--- config.mk ---
export PLATFORM = sky130hd
export DESIGN_NAME = ec_scalar_multiply_small_prime
export DESIGN_NICKNAME = d
export VERILOG_FILES = /design/src/hdl/ecsm_pkg.sv /design/src/hdl/ec_scalar_multiply_small_prime.sv /design/src/hdl/ecsm_datapath.sv /design/src/hdl/ecsm_ctrl.sv
export VERILOG_INCLUDE_DIRS = /design/src /design/src/hdl
export SDC_FILE = /design/constraint.sdc
export NUM_CORES = 1
export LEC_CHECK = 0
export BUFFER_PORTS_ARGS = -buffer_cell sky130_fd_sc_hd__buf_2
export CAP_MARGIN = 10
export CORE_ASPECT_RATIO = 1.5
export CORE_MARGIN = 5
export CORE_UTILIZATION = 25
export CTS_BUF_LIST = sky130_fd_sc_hd__clkbuf_2
export DETAILED_ROUTE_END_ITERATION = 7
export GPL_TIMING_DRIVEN = 0
export RECOVER_POWER = 25
export SLEW_MARGIN = 20
export SYNTH_ARGS = -nofsm -noshare
export SYNTH_HDL_FRONTEND = slang
export SYNTH_SLANG_ARGS = --single-unit
--- constraint.sdc ---
create_clock -name clk -period 7.8 [get_ports clk]
set_clock_uncertainty 0.15 [all_clocks]
set_input_delay 0.39 -clock clk [delete_from_list [all_inputs] [get_ports clk]]
set_output_delay 0.39 -clock clk [all_outputs]
set_load 0.005 [all_outputs]
--- src/hdl/ec_scalar_multiply_small_prime_macros.svh ---
// Assertion macros shared by the scalar multiplier RTL.
`ifndef EC_SCALAR_MULTIPLY_SMALL_PRIME_MACROS_SVH
`define EC_SCALAR_MULTIPLY_SMALL_PRIME_MACROS_SVH
`ifndef SYNTHESIS
`define ECSM_ASSERT_IMPL(label, clk, rst_n, ante, cons) \
	label: assert property (@(posedge clk) disable iff (!rst_n) (ante) |-> (cons)) \
		else $error("ecsm assertion failed");
`define ECSM_ASSERT_NEXT(label, clk, rst_n, ante, cons) \
	label: assert property (@(posedge clk) disable iff (!rst_n) (ante) |=> (cons)) \
		else $error("ecsm assertion failed");
`else
`define ECSM_ASSERT_IMPL(label, clk, rst_n, ante, cons)
`define ECSM_ASSERT_NEXT(label, clk, rst_n, ante, cons)
`endif
`endif

--- src/hdl/ecsm_pkg.sv ---
// Types, microcode and modular helpers for the scalar multiplier.
package ecsm_pkg;
	localparam int CW = 8;
	localparam int SW = 8;
	localparam int KCNT_W = (SW > 1) ? $clog2(SW) : 1;
	localparam int MCNT_W = $clog2(CW);
	localparam int PC_W = 6;
	localparam int ADDR_W = 3;
	localparam int DATA_W = 32;

	typedef logic [CW-1:0] coord_t;

	typedef enum logic [2:0] {
		OP_END, OP_MOV, OP_ADD, OP_SUB, OP_MUL, OP_MOD, OP_INV
	} op_t;

	typedef enum logic [2:0] {
		R_X, R_Y, R_BX, R_BY, R_A, R_S, R_T0, R_T1
	} reg_t;

	typedef enum logic {
		REG_PRIME = 1'b0,
		REG_CURVE_A = 1'b1
	} cfg_reg_t;

	typedef struct packed {
		op_t  op;
		reg_t dst;
		reg_t s1;
		reg_t s2;
	} uop_t;

	typedef struct packed {
		logic load;
		logic go;
		uop_t uop;
		logic set_inf;
		logic clr_inf;
		logic shift_k;
		logic capture;
	} cmd_t;

	typedef struct packed {
		logic done;
		logic inf;
		logic y_zero;
		logic x_eq;
		logic y_eq;
		logic kbit;
		logic m_small;
	} stat_t;

	localparam logic [PC_W-1:0] PC_RED = PC_W'(0);
	localparam logic [PC_W-1:0] PC_DBL = PC_W'(4);
	localparam logic [PC_W-1:0] PC_ADD = PC_W'(19);
	localparam logic [PC_W-1:0] PC_LDB = PC_W'(31);

	function automatic uop_t uc_fetch(input logic [PC_W-1:0] pc);
		uop_t u;
		u = '{OP_END, R_X, R_X, R_X};
		case (pc)
			// operand reduction
			6'd0:  u = '{OP_MOD, R_BX, R_BX, R_BX};
			6'd1:  u = '{OP_MOD, R_BY, R_BY, R_BY};
			6'd2:  u = '{OP_MOD, R_A, R_A, R_A};
			// doubling: slope = (3x^2 + a) / 2y
			6'd4:  u = '{OP_MUL, R_T0, R_X, R_X};
			6'd5:  u = '{OP_ADD, R_T1, R_T0, R_T0};
			6'd6:  u = '{OP_ADD, R_T1, R_T1, R_T0};
			6'd7:  u = '{OP_ADD, R_T1, R_T1, R_A};
			6'd8:  u = '{OP_ADD, R_T0, R_Y, R_Y};
			6'd9:  u = '{OP_INV, R_T0, R_T0, R_T0};
			6'd10: u = '{OP_MUL, R_S, R_T1, R_T0};
			6'd11: u = '{OP_MUL, R_T0, R_S, R_S};
			6'd12: u = '{OP_SUB, R_T0, R_T0, R_X};
			6'd13: u = '{OP_SUB, R_T0, R_T0, R_X};
			6'd14: u = '{OP_SUB, R_T1, R_X, R_T0};
			6'd15: u = '{OP_MUL, R_T1, R_S, R_T1};
			6'd16: u = '{OP_SUB, R_Y, R_T1, R_Y};
			6'd17: u = '{OP_MOV, R_X, R_T0, R_T0};
			// addition of the base point
			6'd19: u = '{OP_SUB, R_T0, R_BY, R_Y};
			6'd20: u = '{OP_SUB, R_T1, R_BX, R_X};
			6'd21: u = '{OP_INV, R_T1, R_T1, R_T1};
			6'd22: u = '{OP_MUL, R_S, R_T0, R_T1};
			6'd23: u = '{OP_MUL, R_T0, R_S, R_S};
			6'd24: u = '{OP_SUB, R_T0, R_T0, R_X};
			6'd25: u = '{OP_SUB, R_T0, R_T0, R_BX};
			6'd26: u = '{OP_SUB, R_T1, R_X, R_T0};
			6'd27: u = '{OP_MUL, R_T1, R_S, R_T1};
			6'd28: u = '{OP_SUB, R_Y, R_T1, R_Y};
			6'd29: u = '{OP_MOV, R_X, R_T0, R_T0};
			// accumulator takes the base point
			6'd31: u = '{OP_MOV, R_X, R_BX, R_BX};
			6'd32: u = '{OP_MOV, R_Y, R_BY, R_BY};
			default: u = '{OP_END, R_X, R_X, R_X};
		endcase
		return u;
	endfunction

	function automatic coord_t add_m(input coord_t u, input coord_t v, input coord_t m);
		logic [CW:0] s;
		s = {1'b0, u} + {1'b0, v};
		if (s >= {1'b0, m}) begin
			s = s - {1'b0, m};
		end
		return s[CW-1:0];
	endfunction

	function automatic coord_t sub_m(input coord_t u, input coord_t v, input coord_t m);
		logic [CW:0] s;
		s = {1'b0, u} - {1'b0, v};
		if (u < v) begin
			s = s + {1'b0, m};
		end
		return s[CW-1:0];
	endfunction
endpackage

--- src/hdl/ec_scalar_multiply_small_prime.sv ---
// Top level of the elliptic-curve scalar multiplier: configuration registers and wiring.
// Computes k*(x,y) on y^2 = x^3 + a*x + b over GF(p) by double-and-add from the top scalar
// bit, with affine formulas and the point at infinity handled. One item is in work at a
// time; a finished result waits in an output register while the next item is taken. The
// time per item is data dependent: every point operation runs as a microcode sequence of
// modular operations on one shared serial ALU (shift-add multiply, modular add/sub, an issue
// step per operation), and its modular inverse is a linear search over the candidates 1 to
// p-1, which dominates. Leading zero scalar bits skip the doubling while the accumulator is
// at infinity, and an item with a modulus below two skips the computation altogether.
`include "ec_scalar_multiply_small_prime_macros.svh"
module ec_scalar_multiply_small_prime import ecsm_pkg::*; (
	input  logic              clk,
	input  logic              arst_n,
	input  logic              psel,
	input  logic              penable,
	input  logic              pwrite,
	input  logic [ADDR_W-1:0] paddr,
	input  logic [DATA_W-1:0] pwdata,
	output logic [DATA_W-1:0] prdata,
	output logic              pready,
	input  logic              in_valid,
	output logic              in_ready,
	input  logic [SW-1:0]     scalar_k,
	input  coord_t            point_x,
	input  coord_t            point_y,
	output logic              out_valid,
	input  logic              out_ready,
	output coord_t            result_x,
	output coord_t            result_y,
	output logic              result_is_infinity
);
	coord_t field_prime_q, curve_a_q;
	cfg_reg_t cfg_sel;
	cmd_t cmd;
	stat_t stat;

	assign cfg_sel = cfg_reg_t'(paddr[2]);
	assign pready = 1'b1;

	always_ff @(posedge clk or negedge arst_n) begin
		if (!arst_n) begin
			field_prime_q <= coord_t'(23);
			curve_a_q <= coord_t'(1);
		end else if (psel && penable && pwrite) begin
			case (cfg_sel)
				REG_PRIME:   field_prime_q <= pwdata[CW-1:0];
				REG_CURVE_A: curve_a_q <= pwdata[CW-1:0];
				default:     field_prime_q <= field_prime_q;
			endcase
		end
	end

	always_comb begin
		case (cfg_sel)
			REG_PRIME:   prdata = DATA_W'(field_prime_q);
			REG_CURVE_A: prdata = DATA_W'(curve_a_q);
			default:     prdata = '0;
		endcase
	end

	ecsm_ctrl u_ctrl (
		.clk       (clk),
		.arst_n    (arst_n),
		.in_valid  (in_valid),
		.in_ready  (in_ready),
		.out_valid (out_valid),
		.out_ready (out_ready),
		.stat      (stat),
		.cmd       (cmd)
	);

	ecsm_datapath u_datapath (
		.clk                (clk),
		.arst_n             (arst_n),
		.cmd                (cmd),
		.stat               (stat),
		.field_prime        (field_prime_q),
		.curve_a            (curve_a_q),
		.scalar_k           (scalar_k),
		.point_x            (point_x),
		.point_y            (point_y),
		.result_x           (result_x),
		.result_y           (result_y),
		.result_is_infinity (result_is_infinity)
	);
endmodule

--- src/hdl/ecsm_datapath.sv ---
// Register file, serial modular ALU and result register of the scalar multiplier.
`include "ec_scalar_multiply_small_prime_macros.svh"
module ecsm_datapath import ecsm_pkg::*; (
	input  logic         clk,
	input  logic         arst_n,
	input  cmd_t         cmd,
	output stat_t        stat,
	input  coord_t       field_prime,
	input  coord_t       curve_a,
	input  logic [SW-1:0] scalar_k,
	input  coord_t       point_x,
	input  coord_t       point_y,
	output coord_t       result_x,
	output coord_t       result_y,
	output logic         result_is_infinity
);
	coord_t x_q, y_q, bx_q, by_q, a_q, s_q, t0_q, t1_q;
	logic inf_q;
	logic [SW-1:0] k_q;
	coord_t rd1, rd2;

	op_t op_q;
	reg_t dst_q;
	logic busy_q, done_q;
	coord_t u_q, v_q, r_q, t_q, p_q;
	logic [MCNT_W-1:0] cnt_q;

	logic wr_en;
	coord_t wr_data, mul_next, dbl;

	coord_t res_x_q, res_y_q;
	logic res_inf_q;

	function automatic coord_t rd_sel(input reg_t sel, input coord_t x, input coord_t y,
			input coord_t bx, input coord_t by, input coord_t a, input coord_t s,
			input coord_t t0, input coord_t t1);
		coord_t v;
		case (sel)
			R_X:  v = x;
			R_Y:  v = y;
			R_BX: v = bx;
			R_BY: v = by;
			R_A:  v = a;
			R_S:  v = s;
			R_T0: v = t0;
			R_T1: v = t1;
			default: v = '0;
		endcase
		return v;
	endfunction

	assign rd1 = rd_sel(cmd.uop.s1, x_q, y_q, bx_q, by_q, a_q, s_q, t0_q, t1_q);
	assign rd2 = rd_sel(cmd.uop.s2, x_q, y_q, bx_q, by_q, a_q, s_q, t0_q, t1_q);

	always_comb begin
		dbl = add_m(r_q, r_q, field_prime);
		mul_next = v_q[CW-1] ? add_m(dbl, u_q, field_prime) : dbl;
		wr_en = 1'b0;
		wr_data = '0;
		if (busy_q) begin
			case (op_q)
				OP_MOV: begin
					wr_en = 1'b1;
					wr_data = u_q;
				end
				OP_ADD: begin
					wr_en = 1'b1;
					wr_data = add_m(u_q, v_q, field_prime);
				end
				OP_SUB: begin
					wr_en = 1'b1;
					wr_data = sub_m(u_q, v_q, field_prime);
				end
				OP_MUL, OP_MOD: begin
					wr_en = (cnt_q == '0);
					wr_data = mul_next;
				end
				OP_INV: begin
					if (p_q == coord_t'(1)) begin
						wr_en = 1'b1;
						wr_data = t_q;
					end else if (t_q == field_prime - coord_t'(1)) begin
						wr_en = 1'b1;
						wr_data = '0;
					end
				end
				default: begin
					wr_en = 1'b0;
				end
			endcase
		end
	end

	// ALU sequencing: shift-add multiply, linear inverse search
	always_ff @(posedge clk or negedge arst_n) begin
		if (!arst_n) begin
			busy_q <= 1'b0;
			done_q <= 1'b0;
			op_q <= OP_END;
		end else begin
			done_q <= 1'b0;
			if (cmd.go) begin
				busy_q <= 1'b1;
				op_q <= cmd.uop.op;
			end else if (busy_q && wr_en) begin
				busy_q <= 1'b0;
				done_q <= 1'b1;
			end
		end
	end

	always_ff @(posedge clk) begin
		if (cmd.go) begin
			dst_q <= cmd.uop.dst;
			u_q <= (cmd.uop.op == OP_MOD) ? coord_t'(1) : rd1;
			v_q <= (cmd.uop.op == OP_MOD) ? rd1 : rd2;
			r_q <= '0;
			cnt_q <= MCNT_W'(CW - 1);
			t_q <= coord_t'(1);
			p_q <= rd1;
		end else if (busy_q) begin
			r_q <= mul_next;
			v_q <= {v_q[CW-2:0], 1'b0};
			cnt_q <= cnt_q - MCNT_W'(1);
			t_q <= t_q + coord_t'(1);
			p_q <= add_m(p_q, u_q, field_prime);
		end
	end

	always_ff @(posedge clk) begin
		if (cmd.load) begin
			bx_q <= point_x;
			by_q <= point_y;
			a_q <= curve_a;
			k_q <= scalar_k;
			x_q <= '0;
			y_q <= '0;
		end else if (cmd.shift_k) begin
			k_q <= k_q << 1;
		end else if (wr_en) begin
			case (dst_q)
				R_X:  x_q <= wr_data;
				R_Y:  y_q <= wr_data;
				R_BX: bx_q <= wr_data;
				R_BY: by_q <= wr_data;
				R_A:  a_q <= wr_data;
				R_S:  s_q <= wr_data;
				R_T0: t0_q <= wr_data;
				R_T1: t1_q <= wr_data;
				default: x_q <= x_q;
			endcase
		end
	end

	always_ff @(posedge clk or negedge arst_n) begin
		if (!arst_n) begin
			inf_q <= 1'b1;
		end else if (cmd.load || cmd.set_inf) begin
			inf_q <= 1'b1;
		end else if (cmd.clr_inf) begin
			inf_q <= 1'b0;
		end
	end

	always_ff @(posedge clk) begin
		if (cmd.capture) begin
			res_x_q <= inf_q ? '0 : x_q;
			res_y_q <= inf_q ? '0 : y_q;
			res_inf_q <= inf_q;
		end
	end

	assign result_x = res_x_q;
	assign result_y = res_y_q;
	assign result_is_infinity = res_inf_q;

	assign stat.done = done_q;
	assign stat.inf = inf_q;
	assign stat.y_zero = (y_q == '0);
	assign stat.x_eq = (x_q == bx_q);
	assign stat.y_eq = (y_q == by_q);
	assign stat.kbit = k_q[SW-1];
	assign stat.m_small = (field_prime < coord_t'(2));

	`ECSM_ASSERT_IMPL(a_no_go_while_busy, clk, arst_n, busy_q, !cmd.go)
	`ECSM_ASSERT_IMPL(a_mul_partial_reduced, clk, arst_n,
		busy_q && (op_q == OP_MUL || op_q == OP_MOD), r_q < field_prime)
endmodule

--- src/hdl/ecsm_ctrl.sv ---
// Controller: bit loop over the scalar and microcode sequencing of point operations.
`include "ec_scalar_multiply_small_prime_macros.svh"
module ecsm_ctrl import ecsm_pkg::*; (
	input  logic  clk,
	input  logic  arst_n,
	input  logic  in_valid,
	output logic  in_ready,
	output logic  out_valid,
	input  logic  out_ready,
	input  stat_t stat,
	output cmd_t  cmd
);
	typedef enum logic [2:0] {
		S_IDLE, S_CHECK, S_ISSUE, S_WAIT, S_DBL, S_ADD, S_NEXT, S_DONE
	} state_t;

	state_t state_q, ret_q;
	logic [PC_W-1:0] pc_q;
	logic [KCNT_W-1:0] bit_q;
	logic out_valid_q;
	uop_t uop;

	assign uop = uc_fetch(pc_q);
	assign in_ready = (state_q == S_IDLE);
	assign out_valid = out_valid_q;

	always_comb begin
		cmd = '0;
		cmd.uop = uop;
		case (state_q)
			S_IDLE: cmd.load = in_valid;
			S_ISSUE: cmd.go = (uop.op != OP_END);
			S_DBL: cmd.set_inf = stat.inf || stat.y_zero;
			S_ADD: begin
				if (stat.kbit) begin
					if (stat.inf) begin
						cmd.clr_inf = 1'b1;
					end else if (stat.x_eq && (!stat.y_eq || stat.y_zero)) begin
						cmd.set_inf = 1'b1;
					end
				end
			end
			S_NEXT: cmd.shift_k = 1'b1;
			S_DONE: cmd.capture = !out_valid_q || out_ready;
			default: cmd.go = 1'b0;
		endcase
	end

	always_ff @(posedge clk or negedge arst_n) begin
		if (!arst_n) begin
			state_q <= S_IDLE;
			ret_q <= S_IDLE;
			pc_q <= '0;
			bit_q <= '0;
			out_valid_q <= 1'b0;
		end else begin
			if (cmd.capture) begin
				out_valid_q <= 1'b1;
			end else if (out_ready) begin
				out_valid_q <= 1'b0;
			end
			case (state_q)
				S_IDLE: begin
					if (in_valid) begin
						state_q <= S_CHECK;
					end
				end
				S_CHECK: begin
					bit_q <= KCNT_W'(SW - 1);
					if (stat.m_small) begin
						state_q <= S_DONE;
					end else begin
						pc_q <= PC_RED;
						ret_q <= S_DBL;
						state_q <= S_ISSUE;
					end
				end
				S_ISSUE: begin
					state_q <= (uop.op == OP_END) ? ret_q : S_WAIT;
				end
				S_WAIT: begin
					if (stat.done) begin
						pc_q <= pc_q + PC_W'(1);
						state_q <= S_ISSUE;
					end
				end
				S_DBL: begin
					if (stat.inf || stat.y_zero) begin
						state_q <= S_ADD;
					end else begin
						pc_q <= PC_DBL;
						ret_q <= S_ADD;
						state_q <= S_ISSUE;
					end
				end
				S_ADD: begin
					ret_q <= S_NEXT;
					if (!stat.kbit) begin
						state_q <= S_NEXT;
					end else if (stat.inf) begin
						pc_q <= PC_LDB;
						state_q <= S_ISSUE;
					end else if (stat.x_eq) begin
						if (stat.y_eq && !stat.y_zero) begin
							pc_q <= PC_DBL;
							state_q <= S_ISSUE;
						end else begin
							state_q <= S_NEXT;
						end
					end else begin
						pc_q <= PC_ADD;
						state_q <= S_ISSUE;
					end
				end
				S_NEXT: begin
					if (bit_q == '0) begin
						state_q <= S_DONE;
					end else begin
						bit_q <= bit_q - KCNT_W'(1);
						state_q <= S_DBL;
					end
				end
				S_DONE: begin
					if (cmd.capture) begin
						state_q <= S_IDLE;
					end
				end
				default: state_q <= S_IDLE;
			endcase
		end
	end

	`ECSM_ASSERT_NEXT(a_accept_leaves_idle, clk, arst_n, in_valid && in_ready, !in_ready)
	`ECSM_ASSERT_IMPL(a_capture_slot_free, clk, arst_n, cmd.capture,
		!out_valid_q || out_ready)
endmodule

==> impl_metrics.json <==
{
  "status": "finished clean",
  "number_of_maximum_capacitance_constraint_violations": 0,
  "crit_path_cells": "inv_1, ha_1, or2_2, o221a_2, o21ai_0, a21oi_1, o31ai_1, ha_1, a21oi_1, nand2_1, xor2_1, ha_1, or4_1, o221a_2, nor3_4, mux2i_1, o21ai_0, a211oi_4, nor2_1",
  "core_um2": 54920,
  "slowest_delay_ns": 0.76,
  "fmaxAchievable_ghz": 0.1363,
  "hold_class": "in2reg",
  "postSynth.topFlopCell": "sky130_fd_sc_hd__edfxtp_1",
  "die_area_um2": 60420,
  "timing.setup.critical_path_class": "reg2reg",
  "cp-start-kind": "flip-flop",
  "avgRoutedWirePerCell_um": 22.41,
  "worstPathBufferInverterCount": 1,
  "critPathSlowestCell": "sky130_fd_sc_hd__dfstp_2",
  "clock_tree_from_tritoncts": "yes",
  "synth.yosys.seq_area_share": 0.3359,
  "detail_route.drc_violations": 0,
  "worstPathMaxFanout": 10,
  "route.final.wire_length_um": 53350,
  "routed-via-count": 12920,
  "finalWeightedCongestion": 0.9599,
  "clkSlewWorstSetupHoldPaths_ns": 0.27,
  "worst_ep_required_time_ns": 8.21,
  "std_cell_rows": 105,
  "tightest_slew_ns": 1.384,
  "final_cell_area_um2": 15820,
  "syn_inst": 1524,
  "detail_route.iter0.violations": 1185,
  "worst_path_most_repeated_cell": "sky130_fd_sc_hd__ha_1",
  "global_route_wire_length_before_repair_um": 78960,
  "startpoint": "field_prime_q[1]$_DFFE_PN1P_",
  "initial_core_util": 0.2527,
  "synth_enable_flop_cells": 100,
  "dpl.hpwl_um": 42640,
  "yosysWarningCount": 0,
  "route.antenna.remaining_nets": 0,
  "num-fill-cells": 5810,
  "detailedRoute.firstPassIterationCount": 6,
  "combined_area_of_all_synthesized_cells_um2": 13880,
  "place_area_um2": 15200,
  "count_of_pins_on_the_block_boundary": 118,
  "final.period_utilization": 0.9404,
  "synth-async-reset-ratio": 0.2197,
  "clockRootBuffer": "sky130_fd_sc_hd__clkbuf_2",
  "hp-start": "pwdata[6]",
  "final_hold_violating_endpoints": 0,
  "synth.ff_latch_count": 173,
  "num_cts_buffers": 17,
  "synth_area_per_cell_um2": 9.106,
  "drive_above_1_share": 0.1276,
  "area_growth_syn_to_layout_pct": 13.98,
  "r2r_start": "field_prime_q[1]$_DFFE_PN1P_",
  "post_route_core_utilization": 0.2880,
  "place.port_buffers": 65,
  "grt_max_degree": 22,
  "critPathArrivalTime_ns": 7.74,
  "clock_tree.buffer_depth": 2,
  "vias_in_the_first_global_route": 12760,
  "die_x_um": 202.4,
  "timing.final.setup_violations": 0,
  "slew_headroom": 0.07716,
  "final_net_count": 1833,
  "slew_viol_final": 0,
  "rsz_0062_raised_after_global_routing": "no",
  "vias_per_cell": 5.428,
  "cpLargestDelayFamily": "compound AO/OA/AOI/OAI gates",
  "synth.distinct_cells": 97,
  "period_minus_slack_ns": 7.335,
  "cts.sink_count": 173,
  "die_height_um": 298.6,
  "worstSkewPairLatency_ns": 0.85,
  "cts_setup_buffers": 0,
  "grt_antenna_before_repair": 1,
  "cts.htree.levels": 4,
  "globalRouteOverflowTotal": 0,
  "grt_use_total": 0.1699,
  "timing.critical_path.to_type": "flip-flop"
}
## tightest hold or removal path, stage by stage
cell and delay, ns:
sky130_fd_sc_hd__dlygate4sd3_1 0.52, sky130_fd_sc_hd__buf_2 0.11, sky130_fd_sc_hd__mux2_2 0.13
## worst paths after layout
path	to	slack, ns	cells past startpoint
min in group asynchronous	u_ctrl.out_valid$_DFFE_PN0P_	0.73	3
max	u_datapath.t0_q[6]$_DFFE_PP_	0.46	19
max in group asynchronous	u_ctrl.pc_q[2]$_DFFE_PN0P_	4.79	4
min reg2reg	u_ctrl.ret_q[2]$_DFFE_PN0P_	0.35	1
min	curve_a_q[6]$_DFFE_PN0P_	0.16	3
max reg2reg	u_datapath.t0_q[6]$_DFFE_PP_	0.46	19
## kinds of logic (layout without fill, tap and decap cells)
kind of cell | Yosys count | in the layout | synth area share
adder cells (fa/ha/maj) | 95 | 95 | 0.09052
XOR/XNOR | 65 | 65 | 0.04102
multiplexers | 85 | 85 | 0.06564
other | 2 | 26 | 0.0005412
AO/OA/AOI/OAI | 454 | 454 | 0.2275
flip-flops | 173 | 173 | 0.3359
buffers and inverters | 160 | 298 | 0.05464
AND/OR/NAND/NOR | 490 | 490 | 0.1842
## cell usage after synthesis (8+ instances only)
master                       n  area [um^2]
sky130_fd_sc_hd__mux2i_1    55        550.5
sky130_fd_sc_hd__buf_4      29        217.7
sky130_fd_sc_hd__xor2_1     32        280.3
sky130_fd_sc_hd__nor3b_1     8        60.06
sky130_fd_sc_hd__a21o_1     27        202.7
sky130_fd_sc_hd__nand4_1    20        125.1
sky130_fd_sc_hd__xnor2_1    33        289.0
sky130_fd_sc_hd__o21a_1     25        187.7
sky130_fd_sc_hd__dfxtp_1    35        700.7
sky130_fd_sc_hd__clkbuf_1   42        157.7
sky130_fd_sc_hd__a211oi_1   17        127.6
sky130_fd_sc_hd__o211ai_1   23        172.7
sky130_fd_sc_hd__nand2_1   116        435.4
sky130_fd_sc_hd__fa_1        9        180.2
sky130_fd_sc_hd__buf_2      21        105.1
sky130_fd_sc_hd__o31ai_1    12        90.09
sky130_fd_sc_hd__nand3b_1    9        67.56
sky130_fd_sc_hd__inv_1      60        225.2
sky130_fd_sc_hd__nand3_1    44        220.2
sky130_fd_sc_hd__nor4_1     12        75.07
sky130_fd_sc_hd__a22oi_1    10        75.07
sky130_fd_sc_hd__o31a_1      8        70.07
sky130_fd_sc_hd__a21oi_1    81        405.4
sky130_fd_sc_hd__and3_1     11        68.82
sky130_fd_sc_hd__nor2_1    112        420.4
sky130_fd_sc_hd__edfxtp_1  100         3003
sky130_fd_sc_hd__nand2b_1   22        137.6
sky130_fd_sc_hd__a21boi_0   10        75.07
sky130_fd_sc_hd__o21ai_1     9        45.04
sky130_fd_sc_hd__and2_1     14        87.58
sky130_fd_sc_hd__o22ai_1    13        81.33
sky130_fd_sc_hd__a221oi_1    8        70.07
sky130_fd_sc_hd__nor3_1     32        160.2
sky130_fd_sc_hd__or2_2       8        50.05
sky130_fd_sc_hd__dfrtp_1    32        800.8
sky130_fd_sc_hd__nor2b_1    42        262.8
sky130_fd_sc_hd__a31oi_1    18        112.6
sky130_fd_sc_hd__mux2_2     28        315.3
sky130_fd_sc_hd__ha_1       86         1076
sky130_fd_sc_hd__o21ai_0   106        530.5
## metrics by stage
step / std cells / hold WS, ns / TNS [ns] / worst slack (ns)
4_1_cts: 2380 / 0.08658 / 0 / 0.2863
6_report: 2381 / 0.1572 / 0 / 0.4649
5_1_grt: 2381 / 0.09477 / 0 / 0.08929
3_5_place_dp: 2310 / 0.2958 / -0.1503 / -0.04750
3_3_place_gp: 2307 / 0.2962 / 0 / 0.05672
2_1_floorplan: 1547 / -0.05559 / 0 / 1.903
## layout by cell type (no fill, tap or decap), types with 14 or more instances in the layout
cell / n
sky130_fd_sc_hd__nand4_1: 20
sky130_fd_sc_hd__a21o_1: 27
sky130_fd_sc_hd__a31oi_1: 18
sky130_fd_sc_hd__inv_1: 60
sky130_fd_sc_hd__nand3_1: 44
sky130_fd_sc_hd__a21oi_1: 81
sky130_fd_sc_hd__ha_1: 86
sky130_fd_sc_hd__nor3_1: 30
sky130_fd_sc_hd__nand2b_1: 22
sky130_fd_sc_hd__mux2_2: 28
sky130_fd_sc_hd__dfrtp_1: 32
sky130_fd_sc_hd__buf_2: 72
sky130_fd_sc_hd__mux2i_1: 55
sky130_fd_sc_hd__a211oi_1: 16
sky130_fd_sc_hd__dlygate4sd3_1: 38
sky130_fd_sc_hd__buf_4: 31
sky130_fd_sc_hd__clkbuf_2: 18
sky130_fd_sc_hd__conb_1: 25
sky130_fd_sc_hd__nor2_1: 112
sky130_fd_sc_hd__clkbuf_1: 57
sky130_fd_sc_hd__dfxtp_1: 35
sky130_fd_sc_hd__o211ai_1: 23
sky130_fd_sc_hd__o21ai_0: 105
sky130_fd_sc_hd__nand2_1: 116
sky130_fd_sc_hd__o21a_1: 25
sky130_fd_sc_hd__xor2_1: 32
sky130_fd_sc_hd__and2_1: 14
sky130_fd_sc_hd__nor2b_1: 41
sky130_fd_sc_hd__xnor2_1: 33
sky130_fd_sc_hd__edfxtp_1: 100
## final cells by class
type	count	area, um^2	share of cell area
tap	695	869.6	0.05498
clock inverter	14	127.6	0.008069
timing repair buffer	106	708.2	0.04477
antenna	1	2.502	0.0001582
sequential	173	4662	0.2948
inverter	63	236.5	0.01495
multi-input combinational	1214	8600	0.5437
buffer	97	520.5	0.03291
clock buffer	18	90.09	0.005696
## metal layers
metal	part of all wire	routed length [um]	vias up	global-route usage
met2	0.51	27040	585	0.3079
li1	-	-	5949	-
met4	0.073	3913	0	0.1066
met1	0.37	19810	6202	0.1875
met5	0	0	-	0
met3	0.049	2591	188	0.02007
## what timing repair did
action / in CTS / in global routing
hold buffers: 38 / 0
endpoints found under the setup margin: 4 / 24
gates resized for setup: 1 / 4
endpoints found under the hold margin: 85 / 0
Power is not shown: default switching activity piles up to over one toggle a cycle in this logic, so the estimate is an artifact.
